**src/sv/assert_macros.svh**
```systemverilog
// ----------------------------------------------------------------------------
// Assertion macros shared by the RTL modules
// Each expects clk and rst_n in scope.
// ----------------------------------------------------------------------------
`ifndef ASSERT_MACROS_SVH
`define ASSERT_MACROS_SVH

// property holds at every edge outside reset
`define ASSERT_CLK(lbl, prop, msg) \
    lbl: assert property (@(posedge clk) disable iff (!rst_n) (prop)) else $error(msg);

// cond at one edge implies expr at the next edge
`define ASSERT_NEXT(lbl, cond, expr, msg) \
    lbl: assert property (@(posedge clk) disable iff (!rst_n) (cond) |=> (expr)) else $error(msg);

`endif

```
**src/sv/apsp_pkg.sv**
```systemverilog
// ----------------------------------------------------------------------------
// apsp_pkg
// Types and constants of the all-pairs shortest path core.
// ----------------------------------------------------------------------------
package apsp_pkg;

    localparam int MAX_VERTICES_DEF = 64;
    localparam int DIST_W           = 24;
    localparam int VC_W             = 7;
    localparam int IDX_W            = 6;
    localparam int WEIGHT_W         = 16;
    localparam int FUNC_W           = 2;

    localparam logic [DIST_W-1:0] DIST_INF = 24'hFF_FFFF;
    localparam logic [VC_W-1:0]   VC_RESET = 7'd64;

    typedef enum logic [FUNC_W-1:0] {
        FN_WRITE = 2'd0,
        FN_RUN   = 2'd1,
        FN_READ  = 2'd2,
        FN_NOP   = 2'd3
    } func_t;

    typedef enum logic [2:0] {
        DP_NOP,
        DP_WRITE,
        DP_READ,
        DP_LEG,
        DP_CELL
    } dp_op_t;

    typedef enum logic [1:0] {
        RES_ACK,
        RES_NONE,
        RES_READ,
        RES_MISS
    } res_kind_t;

    typedef enum logic [2:0] {
        ST_IDLE,
        ST_READ,
        ST_LEG,
        ST_ROW,
        ST_RESULT
    } state_t;

    typedef struct packed {
        dp_op_t    op;
        logic      load_out;
        res_kind_t kind;
    } dp_ctrl_t;

    typedef struct packed {
        logic slot_free;
    } dp_stat_t;

endpackage

```
**src/sv/apsp_ctrl.sv**
```systemverilog
// ----------------------------------------------------------------------------
// apsp_ctrl
// Controller: item decode, k/i/j sequencer and vertex count register.
// ----------------------------------------------------------------------------
`include "assert_macros.svh"

module apsp_ctrl #(
    parameter int MAX_VERTICES = apsp_pkg::MAX_VERTICES_DEF
) (
    input  logic                                 clk,
    input  logic                                 rst_n,
    input  logic                                 cfg_we,
    input  logic [apsp_pkg::VC_W-1:0]            cfg_wdata,
    input  logic                                 in_valid,
    output logic                                 in_ready,
    input  logic [apsp_pkg::FUNC_W-1:0]          func,
    input  logic [apsp_pkg::IDX_W-1:0]           row,
    input  logic [apsp_pkg::IDX_W-1:0]           col,
    output apsp_pkg::dp_ctrl_t                   ctrl,
    input  apsp_pkg::dp_stat_t                   stat,
    output logic [$clog2(MAX_VERTICES)-1:0]      a_row,
    output logic [$clog2(MAX_VERTICES)-1:0]      a_col,
    output logic [$clog2(MAX_VERTICES)-1:0]      b_row,
    output logic [$clog2(MAX_VERTICES)-1:0]      b_col
);

    localparam int IW = $clog2(MAX_VERTICES);

    apsp_pkg::state_t    state_reg;
    apsp_pkg::state_t    state_next;
    apsp_pkg::res_kind_t kind_reg;
    apsp_pkg::res_kind_t kind_next;

    logic [apsp_pkg::VC_W-1:0] vc_reg;
    logic [IW-1:0] k_reg;
    logic [IW-1:0] k_next;
    logic [IW-1:0] i_reg;
    logic [IW-1:0] i_next;
    logic [IW-1:0] j_reg;
    logic [IW-1:0] j_next;

    logic [8:0]    n_eff;
    logic [IW-1:0] last_idx;
    logic          in_range;
    logic          accept;

    always_comb
    begin
        if (vc_reg == '0)
        begin
            n_eff = 9'd1;
        end
        else if ({2'b00, vc_reg} > 9'(MAX_VERTICES))
        begin
            n_eff = 9'(MAX_VERTICES);
        end
        else
        begin
            n_eff = {2'b00, vc_reg};
        end
    end

    assign last_idx = IW'(n_eff - 9'd1);
    assign in_range = ({3'b000, row} < n_eff) && ({3'b000, col} < n_eff);
    assign in_ready = (state_reg == apsp_pkg::ST_IDLE);
    assign accept   = in_valid && in_ready;

    always_comb
    begin
        state_next    = state_reg;
        kind_next     = kind_reg;
        k_next        = k_reg;
        i_next        = i_reg;
        j_next        = j_reg;
        ctrl.op       = apsp_pkg::DP_NOP;
        ctrl.load_out = 1'b0;
        ctrl.kind     = kind_reg;
        a_row         = IW'(row);
        a_col         = IW'(col);
        b_row         = i_reg;
        b_col         = j_reg;
        case (state_reg)
            apsp_pkg::ST_IDLE:
            begin
                if (accept)
                begin
                    case (apsp_pkg::func_t'(func))
                        apsp_pkg::FN_WRITE:
                        begin
                            if (in_range)
                            begin
                                ctrl.op = apsp_pkg::DP_WRITE;
                            end
                            kind_next = apsp_pkg::RES_ACK;
                        end
                        apsp_pkg::FN_RUN:
                        begin
                            kind_next = apsp_pkg::RES_ACK;
                        end
                        apsp_pkg::FN_READ:
                        begin
                            if (in_range)
                            begin
                                ctrl.op   = apsp_pkg::DP_READ;
                                kind_next = apsp_pkg::RES_READ;
                            end
                            else
                            begin
                                kind_next = apsp_pkg::RES_MISS;
                            end
                        end
                        default:
                        begin
                            kind_next = apsp_pkg::RES_NONE;
                        end
                    endcase
                    ctrl.kind = kind_next;
                    if (apsp_pkg::func_t'(func) == apsp_pkg::FN_RUN)
                    begin
                        k_next     = '0;
                        i_next     = '0;
                        state_next = apsp_pkg::ST_LEG;
                    end
                    else if (kind_next == apsp_pkg::RES_READ)
                    begin
                        state_next = apsp_pkg::ST_READ;
                    end
                    else if (stat.slot_free)
                    begin
                        ctrl.load_out = 1'b1;
                    end
                    else
                    begin
                        state_next = apsp_pkg::ST_RESULT;
                    end
                end
            end
            apsp_pkg::ST_READ:
            begin
                if (stat.slot_free)
                begin
                    ctrl.load_out = 1'b1;
                    state_next    = apsp_pkg::ST_IDLE;
                end
                else
                begin
                    state_next = apsp_pkg::ST_RESULT;
                end
            end
            apsp_pkg::ST_LEG:
            begin
                ctrl.op    = apsp_pkg::DP_LEG;
                a_row      = i_reg;
                a_col      = k_reg;
                j_next     = '0;
                state_next = apsp_pkg::ST_ROW;
            end
            apsp_pkg::ST_ROW:
            begin
                ctrl.op = apsp_pkg::DP_CELL;
                a_row   = k_reg;
                a_col   = j_reg;
                if (j_reg == last_idx)
                begin
                    if (i_reg == last_idx)
                    begin
                        if (k_reg == last_idx)
                        begin
                            state_next = apsp_pkg::ST_RESULT;
                        end
                        else
                        begin
                            k_next     = k_reg + 1'b1;
                            i_next     = '0;
                            state_next = apsp_pkg::ST_LEG;
                        end
                    end
                    else
                    begin
                        i_next     = i_reg + 1'b1;
                        state_next = apsp_pkg::ST_LEG;
                    end
                end
                else
                begin
                    j_next = j_reg + 1'b1;
                end
            end
            apsp_pkg::ST_RESULT:
            begin
                if (stat.slot_free)
                begin
                    ctrl.load_out = 1'b1;
                    state_next    = apsp_pkg::ST_IDLE;
                end
            end
            default:
            begin
                state_next = apsp_pkg::ST_IDLE;
            end
        endcase
    end

    always_ff @(posedge clk or negedge rst_n)
    begin
        if (!rst_n)
        begin
            state_reg <= apsp_pkg::ST_IDLE;
            kind_reg  <= apsp_pkg::RES_NONE;
            vc_reg    <= apsp_pkg::VC_RESET;
            k_reg     <= '0;
            i_reg     <= '0;
            j_reg     <= '0;
        end
        else
        begin
            state_reg <= state_next;
            kind_reg  <= kind_next;
            k_reg     <= k_next;
            i_reg     <= i_next;
            j_reg     <= j_next;
            if (cfg_we)
            begin
                vc_reg <= cfg_wdata;
            end
        end
    end

    `ASSERT_CLK(a_load_free, !ctrl.load_out || stat.slot_free, "result loaded into full slot")
    `ASSERT_CLK(a_j_bound, (state_reg != apsp_pkg::ST_ROW) || (j_reg <= last_idx), "column past end")
    `ASSERT_NEXT(a_run_start, accept && (func == apsp_pkg::FN_RUN), state_reg == apsp_pkg::ST_LEG, "run did not start")

endmodule

```
**config.mk**
```make
export PLATFORM = sky130hd
export DESIGN_NAME = apsp_ctrl
export DESIGN_NICKNAME = d
export VERILOG_FILES = /design/src/sv/apsp_pkg.sv /design/src/sv/apsp_ctrl.sv
export VERILOG_INCLUDE_DIRS = /design/src /design/src/sv
export SDC_FILE = /design/constraint.sdc
export NUM_CORES = 1
export LEC_CHECK = 0
export BUFFER_PORTS_ARGS = -buffer_cell sky130_fd_sc_hd__buf_4
export CAP_MARGIN = 0
export CORE_MARGIN = 2
export CORE_UTILIZATION = 55
export DETAILED_ROUTE_END_ITERATION = 7
export HOLD_SLACK_MARGIN = 0.06
export MAX_ROUTING_LAYER = met4
export PLACE_DENSITY = 0.77
export SYNTH_ARGS = -nofsm -noshare
export SYNTH_HDL_FRONTEND = slang
export SYNTH_SLANG_ARGS = --single-unit
```
**constraint.sdc**
```tcl
create_clock -name clk -period 8.4 [get_ports clk]
set_input_delay 1.68 -clock clk [delete_from_list [all_inputs] [get_ports clk]]
set_output_delay 1.68 -clock clk [all_outputs]
set_load 0.005 [all_outputs]
```
# Yosys cells after proc, flatten, opt, wreduce, memory -nomap -nowiden
# Index checks and enable logic that the tools add are counted.
dict set report classes {
  eq_ne 19
  addsub 4
  order_cmp 3
  reduce_logical 14
  n_mux 40
}
# operator n
set op_table {}
lappend op_table {{case mux 6 bit (2 select lines)} 5}
lappend op_table {{2-to-1 mux 6 bit} 9}
lappend op_table {{2-to-1 mux 3 bit} 9}
lappend op_table {{adder 6 x 1 -> 6 bit (second input constant)} 3}
lappend op_table {{equality test 6 bit} 3}
lappend op_table {{< comparator 6 x 9 -> 1 bit} 2}
lappend op_table {{case mux 3 bit (5 select lines)} 1}
lappend op_table {{2-to-1 mux 7 bit} 2}
lappend op_table {{inequality test 2 bit (second input constant)} 5}
lappend op_table {{case mux 3 bit (3 select lines)} 1}
lappend op_table {{2-to-1 mux 2 bit} 4}
lappend op_table {{case mux 2 bit (2 select lines)} 2}
lappend op_table {{greater-than comparator 7 bit (second input constant)} 1}
lappend op_table {{logical NOT 7 bit} 1}
lappend op_table {{equality test 3 x 2 -> 1 bit (second input constant)} 2}
lappend op_table {{AND reduction 6 bit} 1}
lappend op_table {{subtractor 6 x 1 -> 6 bit (second input constant)} 1}
lappend op_table {{2-to-1 mux 1 bit} 5}
lappend op_table {{2-to-1 mux 5 bit} 1}
lappend op_table {{AND reduction 5 bit} 1}
lappend op_table {{equality test 2 bit (second input constant)} 2}
lappend op_table {{inequality test 2 x 1 -> 1 bit (second input constant)} 2}
lappend op_table {{inequality test 4 x 2 -> 1 bit (second input constant)} 1}
lappend op_table {{AND reduction 2 bit} 2}
lappend op_table {{other kinds (11)} 14}
dict set report totals {
  reg_bits 30
  in_bits 26
  output_inout_bits 31
  wordCells 86
}

# Longest topological paths before layout
dict set report logic_depth {
  depth_word 14
  ltp_mapped 13
  ltp_nobuf 11
}

# Least setup slack after synthesis
# No wires, ideal clock.
dict set report synth_path {
  path_kind {input-to-output}
  from {in col[3] (netlist name)}
  to {out ctrl[3] (netlist name)}
  path_slack_ns 3.527
  required_ns 6.720
  t_arrival_ns 3.193
  n_path_buf 0
  stages 8
  cell_sequence {ha_1 -> a21oi_1 -> nor2b_1 -> a311oi_1 -> a211o_1 -> a31oi_1 -> or2_2 -> o32ai_1}
}
# item line_no
set synth_rtl {}
lappend synth_rtl {{start: declaration} apsp_ctrl.sv:18} ;# input logic [apsp_pkg::IDX_W-1:0] col,
lappend synth_rtl {{end: declaration} apsp_ctrl.sv:19} ;# output apsp_pkg::dp_ctrl_t ctrl,

==> results.md <==
* Sw Ratio at 42.56%
* Leak pwr at 1.405 nW
* Syn_area_per_cell at 8.652 um2
* Detailed placement HPWL at 5.459 mm
* Total die area at 5601 um2
* Hold crit path type: reg -> reg
* Dominant synthesized flop cell: dfrtp_1
* Die width at 74.84 um
* Die Y at 74.84 um
* Commonest non-fill, non-tap cells in the layout: 56 x buf_4, 30 x nand2_1, 29 x o21ai_0, 28 x dfrtp_1, 19 x nor2_1
* Total gr overflow at 0
* Final hold viol count at 0
* Syn Inst Count at roughly 320
* Final Cell Area at ~3300 um2
* Setup Skew at 5.887 ps
* Vias in the first global route at around 2,400
* Ports at 57
* Largest net degree at the start of global routing at 31
* Rel. slew slack at 34.17%
* Comb power frac at 50.5%
* ANT nets after route at 0
* Least-Margin Pin Slew at 987.5 ps
* Worst Path Max Fanout at 3
* I/O Buffers at 56
* FF+latch area at 753.2 um2
* Area occupied by multi-input gates at 1869 um2
* RSZ-0062 raised after global routing: false
* Async SR Flop Fraction at 100.0%
* Residual DRC at 0
* Commonest non-fill, non-tap cell in the layout: buf_4
* Gr usage total at 29.10%
* Final design utilization at 68.03%
* CTS tree: yes
* P_sw at 0.3378 mW
* Clock Pin Slew Worst Setup and Hold Paths at 70 ps
* Post-Syn Area at between 2000 and 3000 um2
* YS warnings at 0
* Clock Sinks at 30
* Synthesized flop and latch total at 30
* Endpoints failing setup at 0
* Rows at 25
* Place WS at about 3100 ps
* Clock power share at about 16%
* CTS H-tree depth at 2
* Fraction of post-synthesis cell area in the top cell type by area at roughly a quarter
* Top cells by area, synth: dfrtp_1 25%, ha_1 6.3%, o21ai_0 5.3%
* Hold slack final at 480.9 ps
* Vias at 2,658
* Area grow syn2layout at 17.95%
* Worst EP arrival at 3620 ps
* Internal Power at roughly 0.46 mW
* Post-CTS Setup Bufs at 0
* Maximum clock frequency at 0.1888 GHz
* Status: completed
* Number of gates resized after cts at 0
* Final period utilization at 63.05%
* RePlAce Congestion at about 0.90
* PwrDens at 243.8 nW/um2
* Yosys cell types at a little over 70
* Global-route wire length before repair at 12.01 mm
* Drt first-iter violations at 281
* Vias per inst at 6.210
* TritonRoute pass-1 iters at 5
* Share of cells above drive strength 1 at 25.48%
* Area leader, netlist: dfrtp_1
* Hold Buf Count CTS at 0
* Crit end category: output port
* Worst Path Required at 6720 ps
* Clock buffer depth at 2
* Part of the power in registers at about a third
* Post-synth EDFFs at 0
* Ant diodes at 0
* Num CTS Buffers at 5
* CP Class: in -> out
* Register area share after synthesis at 27.29%
* Placed Area at around 3200 um2
* Initial Utilization at between 50 and 60%
* Initial antenna violation count at 0
* Routed WL per cell at 17.11 um
* Largest register FFs at 7
* Core area at 4786 um2
* Worst-Skew Late Latency at 290 ps
* Setup ws final at between 3000 and 4000 ps
* Layout fillers at between 400 and 500
* Syn Nets at 359
* Nets at 400
* WL final at 7.323 mm
* Peak supply drop at 0.1269 mV
* Buffer type at the clock tree root: clkbuf_8
* Max Cap Viol at 0
* Fin crit period at roughly 5300 ps
* Startpoint types: input port
* Slew Limit Fails at 0
* Total negative setup slack at 0 ps
through the flow:
| step | cells | power, mW |
|---|---|---|
| 5_1_grt | 428 | 0.8522 |
| 4_1_cts | 428 | 0.7941 |
| 3_5_place_dp | 420 | 0.6656 |
| 3_3_place_gp | 420 | 0.6531 |
| 6_report | 428 | 0.7938 |
| 2_1_floorplan | 319 | 0.5086 |
cell families after synthesis:
kind of cell             after synthesis  share of synthesized area, %
AND/OR/NAND/NOR                      119                         23.84
buffers and inverters                 31                         4.986
adder cells (fa/ha/maj)               14                         6.346
flip-flops                            30                         27.29
XOR/XNOR                              14                         5.440
multiplexers                          22                         8.386
AO/OA/AOI/OAI                         89                         23.71
synthesized netlist by cell type, types with 3 or more instances:
cell      count
a211oi_1      4
a21oi_1       9
a221o_1       7
and3_1        9
clkbuf_1     16
dfrtp_1      28
ha_1         14
inv_1         9
mux2_2        8
mux2i_1      13
nand2_1      30
nand2b_1     13
nand3_1       7
nand4_1       4
nor2_1       19
nor2b_1       5
nor3_1       10
o21a_1        3
o21ai_0      29
or2_2         4
xnor2_1       8
xor2_1        4
area by class of cell:
class | count | share of cell area, %
Multi-Input combinational cell | 258 | 57.42
Sequential cell | 30 | 23.14
Timing Repair Buffer | 56 | 12.91
Tap cell | 67 | 2.575
Clock buffer | 6 | 2.537
Inverter | 9 | 1.038
Clock inverter | 2 | 0.3843
power by group through the flow:
stage	combinational [mW]	sequential [mW]	clock, mW
6_report	0.401	0.266	0.126
4_1_cts	0.402	0.264	0.128
3_5_place_dp	0.400	0.266	0
5_1_grt	0.446	0.274	0.132
2_1_floorplan	0.299	0.209	0
3_3_place_gp	0.390	0.263	0
worst paths after layout:
| path | cells after the start | start | slack, ps | endpoint |
|---|---|---|---|---|
| setup / recovery | 10 | row[2] | 3100 | ctrl[3] |
| hold / removal | 2 | kind_reg[1] | 480 | kind_reg[1] |
| setup reg to reg | 11 | vc_reg[3] | 4240 | b_row[5] |
| hold reg to reg | 2 | kind_reg[1] | 480 | kind_reg[1] |
| max in group asynchronous | 1 | rst_n | 6770 | kind_reg[0] |
| min in group asynchronous | 1 | rst_n | 1320 | k_reg[1] |
critical path: stages:
cell	delay (ps)
buf_4	110
ha_1	300
o21a_1	180
o21a_1	160
o21ai_0	150
a21o_1	120
a31oi_1	140
or2_2	330
o32ai_1	290
buf_4	160
per-layer routing:
metal  up-vias  global-route usage (%)  part of all wire (%)
met5         -                       -                     0
met4         0                   8.929                   1.9
met3        18                   3.748                   5.9
met2        99                   45.52                    47
met1      1270                   39.36                    45
li1       1271                       -                     -
(Power assumes the default switching activity.)
